### config.mk
export PLATFORM = sky130hd
export DESIGN_NAME = ellipse_rasterizer_unit
export DESIGN_NICKNAME = d
export VERILOG_FILES = /design/src/rtl/elr_pkg.sv /design/src/rtl/ellipse_rasterizer_unit.sv /design/src/rtl/elr_extent.sv /design/src/rtl/elr_front.sv /design/src/rtl/elr_back.sv
export SDC_FILE = /design/constraint.sdc
export NUM_CORES = 2
export LEC_CHECK = 0
export BUFFER_PORTS_ARGS = -buffer_cell sky130_fd_sc_hd__buf_2
export CORE_MARGIN = 2
export CORE_UTILIZATION = 30
export CTS_CLUSTER_DIAMETER = 60
export DETAILED_ROUTE_END_ITERATION = 16
export SETUP_SLACK_MARGIN = 0.5
export SYNTH_ARGS = -nofsm -noshare
export SYNTH_HDL_FRONTEND = slang
export SYNTH_HIERARCHICAL = 1
export SYNTH_SLANG_ARGS = --single-unit
### constraint.sdc
create_clock -name clk -period 36.8 [get_ports clk]
set_input_delay 11.04 -clock clk [delete_from_list [all_inputs] [get_ports clk]]
set_output_delay 11.04 -clock clk [all_outputs]
set_load 0.02 [all_outputs]
### src/rtl/elr_pkg.sv
// Shared constants and types for the ellipse rasterizer.
`default_nettype none
package elr_pkg;

  localparam int MAX_DIM_DEFAULT = 256;

  localparam logic [2:0] CFG_ORIGIN_X = 3'd0;
  localparam logic [2:0] CFG_ORIGIN_Y = 3'd1;
  localparam logic [2:0] CFG_BOX_W    = 3'd2;
  localparam logic [2:0] CFG_BOX_H    = 3'd3;
  localparam logic [2:0] CFG_COLOUR   = 3'd4;
  localparam logic [2:0] CFG_FILL     = 3'd5;
  localparam logic [2:0] CFG_CANVAS_W = 3'd6;
  localparam logic [2:0] CFG_CANVAS_H = 3'd7;

  localparam logic [1:0] PH_IDLE = 2'd0;
  localparam logic [1:0] PH_COL  = 2'd1;
  localparam logic [1:0] PH_ROW  = 2'd2;

  // one walk position handed from the sequencer to the point stage
  typedef struct packed {
    logic       col;       // 1: column pass, 0: row pass
    logic [8:0] outer;     // outer index
    logic [1:0] step;      // point step
    logic [8:0] span;      // span index
    logic [7:0] r;         // extent
    logic       done;      // last point of the walk
    logic       empty;     // empty or idle word, no point
  } elr_cmd_t;

endpackage
`default_nettype wire

### src/rtl/ellipse_rasterizer_unit.sv
// Top level of the ellipse rasterizer: registers, front walker, back pixel stage.
// channel | signals                          | direction
// input   | in_valid/in_ready, restart       | in
// output  | out_valid/out_ready, 5 fields    | out
// config  | cfg_valid/cfg_ready, cfg_index   | in
// Each word may need one extent search when the walk moves to a new column or row
// or the box changes; the extent unit makes one test per cycle.
// Reset clears the walk and loads the register reset values.
// A two-entry queue parts the walker from the output register.
`default_nettype none
module ellipse_rasterizer_unit #(
  parameter int MAX_DIM = elr_pkg::MAX_DIM_DEFAULT
) (
  input  wire logic       clk,
  input  wire logic       rst,
  input  wire logic       in_valid,
  output logic            in_ready,
  input  wire logic       restart,
  output logic            out_valid,
  input  wire logic       out_ready,
  output logic            write_ok,
  output logic [7:0]      pixel_x,
  output logic [7:0]      pixel_y,
  output logic [7:0]      attribute,
  output logic            walk_done,
  input  wire logic       cfg_valid,
  output logic            cfg_ready,
  input  wire logic [2:0] cfg_index,
  input  wire logic [8:0] cfg_data
);
  logic [8:0] org_x, org_y, canvas_w, canvas_h;
  logic [7:0] box_w, box_h;
  logic [3:0] colour;
  logic       fill;
  logic       q_valid, q_ready;
  elr_pkg::elr_cmd_t q_cmd;

  assign cfg_ready = 1'b1;

  always_ff @(posedge clk) begin
    if (rst) begin
      org_x <= '0; org_y <= '0; box_w <= '0; box_h <= '0;
      colour <= '0; fill <= 1'b0; canvas_w <= 9'd256; canvas_h <= 9'd256;
    end else if (cfg_valid) begin
      case (cfg_index)
        elr_pkg::CFG_ORIGIN_X: org_x <= cfg_data;
        elr_pkg::CFG_ORIGIN_Y: org_y <= cfg_data;
        elr_pkg::CFG_BOX_W:    box_w <= cfg_data[7:0];
        elr_pkg::CFG_BOX_H:    box_h <= cfg_data[7:0];
        elr_pkg::CFG_COLOUR:   colour <= cfg_data[3:0];
        elr_pkg::CFG_FILL:     fill <= cfg_data[0];
        elr_pkg::CFG_CANVAS_W: canvas_w <= cfg_data;
        elr_pkg::CFG_CANVAS_H: canvas_h <= cfg_data;
        default: ;
      endcase
    end
  end

  elr_front u_front (
    .clk(clk), .rst(rst), .in_valid(in_valid), .in_ready(in_ready),
    .restart(restart), .box_w(box_w), .box_h(box_h), .fill(fill),
    .q_valid(q_valid), .q_ready(q_ready), .q_cmd(q_cmd)
  );

  elr_back #(.MAX_DIM(MAX_DIM)) u_back (
    .clk(clk), .rst(rst), .q_valid(q_valid), .q_ready(q_ready), .q_cmd(q_cmd),
    .org_x(org_x), .org_y(org_y), .box_w(box_w), .box_h(box_h),
    .colour(colour), .canvas_w(canvas_w), .canvas_h(canvas_h),
    .out_valid(out_valid), .out_ready(out_ready), .write_ok(write_ok),
    .pixel_x(pixel_x), .pixel_y(pixel_y), .attribute(attribute),
    .walk_done(walk_done)
  );
endmodule
`default_nettype wire

### src/rtl/elr_extent.sv
// Iterative exact extent search: largest r in 0..255 with (2r-1)^2*d2 <= n2*v.
`default_nettype none
module elr_extent (
  input  wire logic        clk,
  input  wire logic        rst,
  input  wire logic        start,
  input  wire logic [7:0]  den,   // |A|, 0..253
  input  wire logic [7:0]  num,   // |B|
  input  wire logic [16:0] v,     // clamped to >= 0
  output logic             busy,
  output logic [7:0]       r
);
  // Operands and their squares are registered on start; the product num^2*v is then
  // registered into rhs, and r climbs while (2r+1)^2*d2 <= rhs, one test per cycle.
  logic [15:0] d2;
  logic [15:0] n2;
  logic [16:0] vv;
  logic [32:0] rhs;
  logic [17:0] tsq;     // (2r+1)^2, up to 511^2
  logic [1:0]  phase;
  logic [32:0] lhs;

  assign lhs = 33'(tsq) * 33'(d2);

  always_ff @(posedge clk) begin
    if (rst) begin
      busy  <= 1'b0;
      phase <= 2'd0;
    end else if (start) begin
      busy  <= 1'b1;
      phase <= 2'd0;
      d2    <= 16'(den) * 16'(den);
      n2    <= 16'(num) * 16'(num);
      vv    <= v;
      r     <= 8'd0;
      tsq   <= 18'd1;
    end else if (busy) begin
      case (phase)
        2'd0: begin
          rhs   <= 33'(n2) * 33'(vv);
          phase <= 2'd1;
        end
        default: begin
          if (r == 8'd255 || lhs > rhs) begin
            busy <= 1'b0;
          end else begin
            // (2r+3)^2 = (2r+1)^2 + 8r + 8
            tsq <= tsq + 18'({r, 3'b000}) + 18'd8;
            r   <= r + 8'd1;
          end
        end
      endcase
    end
  end
endmodule
`default_nettype wire

### src/rtl/elr_front.sv
// Front part: accepts restart and advance words, walks the ellipse and queues positions.
`default_nettype none
module elr_front (
  input  wire logic              clk,
  input  wire logic              rst,
  input  wire logic              in_valid,
  output logic                   in_ready,
  input  wire logic              restart,
  input  wire logic [7:0]        box_w,
  input  wire logic [7:0]        box_h,
  input  wire logic              fill,
  output logic                   q_valid,
  input  wire logic              q_ready,
  output elr_pkg::elr_cmd_t      q_cmd
);
  localparam logic [2:0] S_IDLE  = 3'd0;
  localparam logic [2:0] S_SETTLE = 3'd1;
  localparam logic [2:0] S_EXT   = 3'd2;
  localparam logic [2:0] S_WAIT  = 3'd3;
  localparam logic [2:0] S_EMIT  = 3'd4;
  localparam logic [2:0] S_POST  = 3'd5;

  logic [2:0] state;
  logic [1:0] phase;
  logic [8:0] outer;
  logic [8:0] span;
  logic [1:0] step;
  logic [7:0] r;
  logic       post;     // settle after emit decides done
  logic       ext_ok;   // r valid for current outer
  logic [7:0] ext_w;    // box size r was found for
  logic [7:0] ext_h;
  logic       ext_hit;
  logic       first;    // current word is a restart
  logic       start_ext;
  logic       ext_busy;
  logic [7:0] ext_r;

  logic signed [9:0]  a_s, b_s;
  logic [8:0] a_t2, b_t2;   // 2*(A/2)
  logic signed [9:0]  off;
  logic signed [19:0] vsq;
  logic [7:0]  den, num;
  logic [16:0] vclamp;

  // queue: two entries
  elr_pkg::elr_cmd_t qmem [2];
  logic [1:0] qcnt;
  logic       qwr, qrd, wp, rp;
  elr_pkg::elr_cmd_t wcmd;

  // held emitted position, queued once the following settle is known
  elr_pkg::elr_cmd_t q_hold;

  assign a_s = 10'(box_w) - 10'sd2;
  assign b_s = 10'(box_h) - 10'sd2;
  assign a_t2 = (a_s > 0) ? {a_s[8:1], 1'b0} : 9'd0;
  assign b_t2 = (b_s > 0) ? {b_s[8:1], 1'b0} : 9'd0;
  // x = outer - t
  assign off = (phase == elr_pkg::PH_COL) ?
               $signed({1'b0, outer}) - $signed({1'b0, a_t2[8:1]}) :
               $signed({1'b0, outer}) - $signed({1'b0, b_t2[8:1]});
  assign vsq = (phase == elr_pkg::PH_COL) ? a_s * a_s - 20'sd4 * off * off
                                          : b_s * b_s - 20'sd4 * off * off;
  assign vclamp = vsq[19] ? 17'd0 : vsq[16:0];
  assign den = (phase == elr_pkg::PH_COL) ? a_s[7:0] : b_s[7:0];
  assign num = (phase == elr_pkg::PH_COL) ? (b_s[9] ? 8'(-b_s) : b_s[7:0])
                                          : (a_s[9] ? 8'(-a_s) : a_s[7:0]);

  // a held extent is stale once the box size changes
  assign ext_hit = ext_ok && (ext_w == box_w) && (ext_h == box_h);

  elr_extent u_ext (
    .clk(clk), .rst(rst), .start(start_ext), .den(den), .num(num),
    .v(vclamp), .busy(ext_busy), .r(ext_r)
  );

  assign in_ready = (state == S_IDLE) && (qcnt != 2'd2);
  assign q_valid  = (qcnt != 2'd0);
  assign q_cmd    = qmem[rp];
  assign qrd      = q_valid && q_ready;

  always_comb begin
    qwr = 1'b0;
    start_ext = 1'b0;
    wcmd = '0;
    wcmd.col = (phase == elr_pkg::PH_COL);
    wcmd.outer = outer;
    wcmd.step = step;
    wcmd.span = span;
    wcmd.r = r;
    if (state == S_IDLE && in_valid && !restart && phase == elr_pkg::PH_IDLE &&
        qcnt != 2'd2) begin
      qwr = 1'b1;
      wcmd.empty = 1'b1;
    end
    if (state == S_SETTLE && phase == elr_pkg::PH_IDLE && !post && qcnt != 2'd2) begin
      qwr = 1'b1;
      wcmd.empty = 1'b1;
      wcmd.done = first;
    end
    if (state == S_SETTLE && phase != elr_pkg::PH_IDLE && !ext_hit) start_ext = 1'b1;
    if (state == S_POST && qcnt != 2'd2) begin
      qwr = 1'b1;
      wcmd = q_hold;
      wcmd.done = (phase == elr_pkg::PH_IDLE);
    end
  end

  always_ff @(posedge clk) begin
    if (qwr) qmem[wp] <= wcmd;
  end

  // settle-and-emit sequencer
  logic col_end, row_end, col_adv;
  assign col_end = (a_s <= 0) || (outer > a_t2);
  assign row_end = (b_s <= 0) || (outer > b_t2);
  assign col_adv = (step == 2'd3) ||
                   (step == 2'd2 && (!fill || span > {r, 1'b0}));

  always_ff @(posedge clk) begin
    if (rst) begin
      state <= S_IDLE;
      phase <= elr_pkg::PH_IDLE;
      qcnt <= 2'd0; wp <= 1'b0; rp <= 1'b0;
      outer <= '0; span <= '0; step <= '0; r <= '0;
      post <= 1'b0; ext_ok <= 1'b0; first <= 1'b0;
    end else begin
      qcnt <= qcnt + 2'(qwr) - 2'(qrd);
      if (qwr) wp <= ~wp;
      if (qrd) rp <= ~rp;
      case (state)
        S_IDLE: begin
          if (in_valid && qcnt != 2'd2) begin
            first <= restart;
            if (restart) begin
              phase <= elr_pkg::PH_COL;
              outer <= '0; step <= '0; span <= '0;
              ext_ok <= 1'b0; post <= 1'b0;
              state <= S_SETTLE;
            end else if (phase != elr_pkg::PH_IDLE) begin
              // advance a running walk
              state <= S_SETTLE;
            end
          end
        end
        S_SETTLE: begin
          if (phase == elr_pkg::PH_COL) begin
            if (col_end) begin
              phase <= elr_pkg::PH_ROW; outer <= '0; step <= '0; span <= '0;
              ext_ok <= 1'b0;
            end else if (!ext_hit) begin
              state <= S_WAIT;
            end else if (col_adv) begin
              outer <= outer + 9'd1; step <= '0; span <= '0; ext_ok <= 1'b0;
            end else begin
              state <= post ? S_POST : S_EMIT;
            end
          end else if (phase == elr_pkg::PH_ROW) begin
            if (row_end) begin
              phase <= elr_pkg::PH_IDLE; outer <= '0; step <= '0; span <= '0;
            end else if (step >= 2'd2) begin
              outer <= outer + 9'd1; step <= '0; ext_ok <= 1'b0;
            end else if (!ext_hit) begin
              state <= S_WAIT;
            end else begin
              state <= post ? S_POST : S_EMIT;
            end
          end else begin
            // idle: an empty walk is queued now, the final emit is queued in S_POST
            if (post) begin
              state <= S_POST;
            end else if (qcnt != 2'd2) begin
              state <= S_IDLE;
            end
          end
        end
        S_WAIT: state <= S_EXT;
        S_EXT: begin
          if (!ext_busy) begin
            r <= ext_r; ext_ok <= 1'b1; state <= S_SETTLE;
            ext_w <= box_w; ext_h <= box_h;
          end
        end
        S_EMIT: begin
          // capture the position to emit, then advance and re-settle
          q_hold <= wcmd;
          if (phase == elr_pkg::PH_COL) begin
            if (step == 2'd0) step <= 2'd1;
            else if (step == 2'd1) begin step <= 2'd2; span <= '0; end
            else span <= span + 9'd1;
          end else begin
            step <= step + 2'd1;
          end
          post <= 1'b1;
          state <= S_SETTLE;
        end
        S_POST: begin
          if (qcnt != 2'd2) begin
            post <= 1'b0;
            state <= S_IDLE;
          end
        end
        default: state <= S_IDLE;
      endcase
    end
  end
endmodule
`default_nettype wire

### src/rtl/elr_back.sv
// Back part: turns walk positions into clipped pixel writes.
`default_nettype none
module elr_back #(
  parameter int MAX_DIM = elr_pkg::MAX_DIM_DEFAULT
) (
  input  wire logic              clk,
  input  wire logic              rst,
  input  wire logic              q_valid,
  output logic                   q_ready,
  input  elr_pkg::elr_cmd_t      q_cmd,
  input  wire logic [8:0]        org_x,
  input  wire logic [8:0]        org_y,
  input  wire logic [7:0]        box_w,
  input  wire logic [7:0]        box_h,
  input  wire logic [3:0]        colour,
  input  wire logic [8:0]        canvas_w,
  input  wire logic [8:0]        canvas_h,
  output logic                   out_valid,
  input  wire logic              out_ready,
  output logic                   write_ok,
  output logic [7:0]             pixel_x,
  output logic [7:0]             pixel_y,
  output logic [7:0]             attribute,
  output logic                   walk_done
);
  localparam int LIM = (MAX_DIM < 256) ? MAX_DIM : 256;

  logic signed [11:0] cx, cy, dx, dy, px, py, lx, ly;
  logic signed [11:0] rr, at, bt;
  logic ok;

  assign rr = 12'(q_cmd.r);
  assign at = 12'(box_w - 8'd2) >>> 1;
  assign bt = 12'(box_h - 8'd2) >>> 1;
  assign cx = 12'($signed(org_x)) + 12'(box_w[7:1]);
  assign cy = 12'($signed(org_y)) + 12'(box_h[7:1]);
  assign lx = (canvas_w > 9'(LIM)) ? 12'(LIM) : 12'(canvas_w);
  assign ly = (canvas_h > 9'(LIM)) ? 12'(LIM) : 12'(canvas_h);

  always_comb begin
    if (q_cmd.col) begin
      dx = 12'(q_cmd.outer) - (($signed(12'(box_w)) - 12'sd2) / 12'sd2);
      case (q_cmd.step)
        2'd0: dy = rr;
        2'd1: dy = -rr;
        default: dy = -rr + 12'(q_cmd.span);
      endcase
    end else begin
      dy = 12'(q_cmd.outer) - (($signed(12'(box_h)) - 12'sd2) / 12'sd2);
      dx = (q_cmd.step == 2'd0) ? rr : -rr;
    end
  end

  assign px = cx + dx;
  assign py = cy + dy;
  assign ok = !q_cmd.empty && px >= 0 && px < lx && py >= 0 && py < ly;

  assign q_ready = !out_valid || out_ready;

  always_ff @(posedge clk) begin
    if (rst) begin
      out_valid <= 1'b0;
    end else if (q_ready) begin
      out_valid <= q_valid;
    end
    if (q_ready && q_valid) begin
      write_ok  <= ok;
      pixel_x   <= ok ? px[7:0] : 8'd0;
      pixel_y   <= ok ? py[7:0] : 8'd0;
      attribute <= {colour, colour};
      walk_done <= q_cmd.done;
    end
  end

  logic unused;
  assign unused = ^{at, bt};
endmodule
`default_nettype wire

Word-level counts from Yosys, hierarchy flattened
Memories as Yosys holds them, arrays and structs flattened. A register that Yosys moved wholly into a read port is not among the register bits. Cells that the tools add are included.

Register bits: 280. Bits in writable memories: 62. Input bits: 18. Memories: 1.

Memory list: u_front.qmem (words 2, bits a word 31, rd ports 1, clocked after Yosys merged registers in 1, write ports 1, RTL line elr_front.sv:47) `elr_pkg::elr_cmd_t qmem [2];`.

Add/sub/neg operators: 27. Multiply operators: 7. $lt $le $gt $ge: 15. Equality and inequality tests: 44. Mux-type cells: 103. Bitwise operators: 5. Reductions and logical operators: 69.

Operators with widths (count): 9-bit two-way mux (22); 8-bit two-way mux (7); 18-bit two-way mux (3); 3-bit two-way mux (14); 20-bit subtractor (2); 2-bit two-way mux (19); 9-bit by 9-bit multiplier with 18-bit output (2); 12-bit two-way mux (3); 8-bit by 2-bit subtractor with 9-bit output, second input constant (4); 33-bit greater-than comparator (1); 16-bit by 17-bit multiplier with 33-bit output (1); 18-bit by 16-bit multiplier with 33-bit output (1); 8-bit by 8-bit multiplier with 16-bit output (2); 31-bit two-way mux (1); 9-bit greater-than comparator (3); 9-bit case mux with 3 select lines (1); 2-bit AND reduction (13); 10-bit by 12-bit adder with 12-bit output (2); 12-bit by 1-bit >= comparator with 1-bit output, second input constant (2); 12-bit by 10-bit < comparator with 1-bit output (2); 1-bit two-way mux (24); 8-bit negator with 12-bit output (2); 12-bit case mux with 2 select lines (1); 9-bit by 11-bit subtractor with 12-bit output (2); other kinds (53) (136).

Depth between registers and ports, before layout
Word-level depth: 10. Depth in mapped cells: 54. Depth with buffers taken out: 52.

Hierarchy
The synthesis kept the hierarchy.

By module, submodules not included: elr_extent (times used 1, cells an instance 2753, area an instance 25493.2 µm²); elr_front (times used 1, cells an instance 1951, area an instance 18916.9 µm²); elr_back (times used 1, cells an instance 584, area an instance 4929.7 µm²); ellipse_rasterizer_unit (times used 1, cells an instance 206, area an instance 2282.2 µm²).

Worst setup path after synthesis
OpenSTA, ideal clock, no wires.

Path type: input -> register. Start point: in rst. End point: reg u_front.u_ext.rhs[0], enable pin. Setup time: 0.464 ns. Arrival: 13.349 ns. Setup slack: 22.986 ns. Cell stages on the path: 1. Buffers on the path: 0. Path through: nor3_1.

Longest elaborated chain between the ends: 2.

RTL lines: start, declared (RTL line ellipse_rasterizer_unit.sv:15) `input wire logic rst,`; 1-bit NOT (no line); 4-bit AND reduction (no line); end signal, assigned (RTL line elr_extent.sv:40) `rhs <= 33'(n2) * 33'(vv);`; end, declared (RTL line elr_extent.sv:18) `logic [32:0] rhs;`.

No other way between the ends. A chain may end at the register's enable or synchronous reset.

Worst setup path after layout
Start point: reg box_h[1]. End point: reg u_front.u_ext.vv[4] (data pin).

Longest elaborated chain between the ends: 8.

RTL lines: start, declared (RTL line ellipse_rasterizer_unit.sv:32) `logic [7:0] box_w, box_h;`; start signal, assigned (RTL line ellipse_rasterizer_unit.sv:49) `elr_pkg::CFG_BOX_H: box_h <= cfg_data[7:0];`; 8-bit by 2-bit subtractor with 9-bit output * (RTL line elr_front.sv:56) `assign b_s = 10'(box_h) - 10'sd2;`; 9-bit by 1-bit greater-than comparator with 1-bit output (RTL line elr_front.sv:58) `assign b_t2 = (b_s > 0) ? {b_s[8:1], 1'b0} : 9'd0;`; 9-bit two-way mux (RTL line elr_front.sv:58); 9-bit by 8-bit subtractor with 10-bit output (RTL line elr_front.sv:62) `$signed({1'b0, outer}) - $signed({1'b0, b_t2[8:1]});`; 10-bit two-way mux (RTL line elr_front.sv:60) `assign off = (phase == elr_pkg::PH_COL) ?`; 10-bit by 10-bit multiplier with 18-bit output (RTL line elr_front.sv:63, elr_front.sv:64); 20-bit subtractor, on equally long branches (RTL line elr_front.sv:64, elr_front.sv:63); 20-bit two-way mux * (RTL line elr_front.sv:63) `assign vsq = (phase == elr_pkg::PH_COL) ? a_s * a_s - 20'sd4 * off * off`; end signal, assigned (RTL line elr_extent.sv:34) `vv <= v;`; end, declared (RTL line elr_extent.sv:17) `logic [16:0] vv;`.

Every way passes the cells marked *; elsewhere a longest branch is shown, timed or not.

==> flow_summary.yaml <==
placement:
  place_congestion: 0.854
  portBuffers: 45
  dpl.hpwl_um: 99800
  place_area_sq_um: 54400
clock_tree:
  cts_buffer_depth: 3
  clkTransAtPathRegs_ns: 0.06
  htreeDepth: 2
  holdBufCountCts: 0
  cts_setup_buffers: 0
  clk_latency_ns: 0.62
  cts_resized: 0
  cts_tree: "done"
  root_buffer: "clkbuf_16"
  clock_sinks: 334
  numCtsBuffers: 42
floorplanning:
  io_pins: 47
  die_h_um: 419
  rows: 152
  dieArea_sq_um: 175000
  die-width_um: 419
  fp.coreArea_sq_um: 171000
  start_util: 0.301
worst_setup_path:
  required_ns: 37.08
  cp.arrival_ns: 14.15
  rr_startpoint: "box_h[1]"
  r2r_slack_ns: 22.93
  crit_type: "flip-flop to flip-flop"
  r2r-end: "u_front/u_ext/vv[4]"
  rr_worst_depth: 46
  slowest_stage: "dfxtp_1"
  worst_path_largest_cell_delay_ns: 0.83
  cp_common_cell: "fa_1"
  worstSetupStartpointType: "flip-flop"
  setup.worst_path.end_class: "flip-flop"
  critical_path.max_fanout: 21
global_routing:
  antenna_found_initial: 4
  grt_first_pass_wirelength_um: 204000
  track_usage: 0.143
  grt_max_degree: 70
  overflow: 0
  grt_pass1_vias: 38900
timing:
  period_share: 0.377
  finalSetupTns_ns: 0
  hold_viol: 0
  skew_ns: 0.0599
  post-route-min-period_ns: 13.87
  fin_hold_ws_ns: 0.433
  fmaxAchievable_mhz: 72.1
  worst_slew_pin_slew_ns: 1.17
  rsz0062_at_grt: "false"
  maxSlewViolCount: 0
  maxSlewHeadroom: 0.216
  setup_viol: 0
finish:
  diodes: 0
  layout-area-overhead-vs-synth_pct: 8.30
  drive_gt1_frac: 0.0610
  fin_area_sq_um: 55900
  layout.nets: 6787
  fin_util: 0.326
detailed_routing:
  vias_per_cell: 4.73
  drt_iter0_markers: 2184
  via_count: 37000
  detail_route.wl_per_cell_um: 15.8
  routed_wl_um: 123000
  firstDrtPassIters: 6
  ant_nets: 0
  drc: 0
logic_synthesis:
  synth_ff_type: "edfxtp_1"
  synth_enable_flop_cells: 233
  synthCells: 5494
  yosysUniqueCellTypes: 129
  syn-cell-area_sq_um: 51600
  synth_seq_cells: 334
  yosysSeqAreaShare: 0.175
  synth_warnings: 6
  async_reset_ff_frac: 0
  syn_avg_cell_area_sq_um: 9.40
outcome:
  status: "complete, no violations"
min_path:
  hp-start: "colour[3]"
  holdPathEnd: "u_back/attribute[3]"
  min_path_cells: 0
  hp-class: "flip-flop to flip-flop"
job:
  maxCapViolations: 0
==> final cells by class <==
class | instances | area [sq um]
inverters | 1062 | 3990
well taps | 2310 | 2890
clock inverters | 32 | 439
clock buffers | 46 | 1090
flip-flops and latches | 334 | 9020
multi-input cells | 3954 | 38000
repair buffers | 80 | 490
fillers | 17700 | 115000
==> registers in the layout, summed over array words and instances (netlist names), 9 cells and up, named ones only <==
register,cells
u_front/qmem,62
u_front/outer,9
org_x,9
canvas_h,9
u_front/q_hold,30
u_front/u_ext/rhs,33
org_y,9
u_front/span,9
u_front/u_ext/n2,15
u_front/u_ext/d2,15
canvas_w,9
u_front/u_ext/tsq,15
u_front/u_ext/vv,17
==> layout by cell type, fill, tap and decap left out, drive strengths merged, types with 56 or more instances in the layout <==
cell / instances
a21o: 76
a21oi: 221
and2: 282
buf: 80
dfxtp: 101
edfxtp: 233
fa: 700
ha: 595
inv: 1063
mux2: 56
mux2i: 65
nand2: 487
nand2b: 106
nor2: 285
nor3: 76
o21ai: 152
xnor2: 175
xor2: 80
==> per-stage QoR <==
| step | worst slack [ns] | std cells |
|---|---|---|
| 6_report | 22.93 | 7818 |
| 5_1_grt | 21.92 | 7818 |
| 4_1_cts | 22.93 | 7818 |
| 3_5_place_dp | 23.02 | 7740 |
| 3_3_place_gp | 23.24 | 7740 |
| 2_1_floorplan | 22.99 | 5525 |
==> synth_stat cells (101+ instances only) <==
library cell | n | area share
a21oi_1 | 217 | 0.021
clkbuf_1 | 133 | 0.0097
fa_1 | 700 | 0.27
nand2_1 | 486 | 0.035
nor2_1 | 284 | 0.021
edfxtp_1 | 233 | 0.14
inv_1 | 1050 | 0.076
xnor2_1 | 171 | 0.029
ha_1 | 595 | 0.14
o21ai_0 | 119 | 0.012
dfxtp_1 | 101 | 0.039
nand2b_1 | 105 | 0.013
and2_1 | 282 | 0.034
==> per-layer routing <==
metal  global-route usage  vias to the layer above  routed length [um]
met2                0.242                      717               57900
met4               0.0287                        2                2140
met1                0.197                    18500               57500
li1                     -                    17600                   -
met3               0.0167                      140                5670
met5                    0                        -                  19
==> worst max-delay path: cells and delay by family, from the launching register on <==
family          cells  cell delay, ns
flops               1            0.83
fa+ha+maj          15            6.44
compound gates     15            3.46
xor+xnor            2            1.01
simple gates        8            1.14
buf+inv             5            0.49
mux                 1            0.17
==> cell families after synthesis <==
family / Yosys count / share of synthesized area
AO/OA/AOI/OAI: 737 / 0.0984
XOR/XNOR: 255 / 0.0445
adder cells (fa/ha/maj): 1295 / 0.416
buffers and inverters: 1237 / 0.0924
flip-flops: 334 / 0.175
multiplexers: 121 / 0.0248
other: 5 / 0.000364
AND/OR/NAND/NOR: 1510 / 0.149
==> how the worst max path moves through the flow <==
stage	start	to	slack, ns
floorplan	rst	u_front/u_ext/rhs[0]	22.99
global placement	box_h[1]	u_front/u_ext/vv[10]	23.24
detailed placement	box_h[1]	u_front/u_ext/vv[14]	23.02
CTS	box_h[1]	u_front/u_ext/vv[14]	22.93
global route	box_h[1]	u_front/u_ext/vv[16]	21.92
finish	box_h[1]	u_front/u_ext/vv[4]	22.93
Power is not shown: default switching activity piles up to over one toggle a cycle in this logic, so the estimate is an artifact.
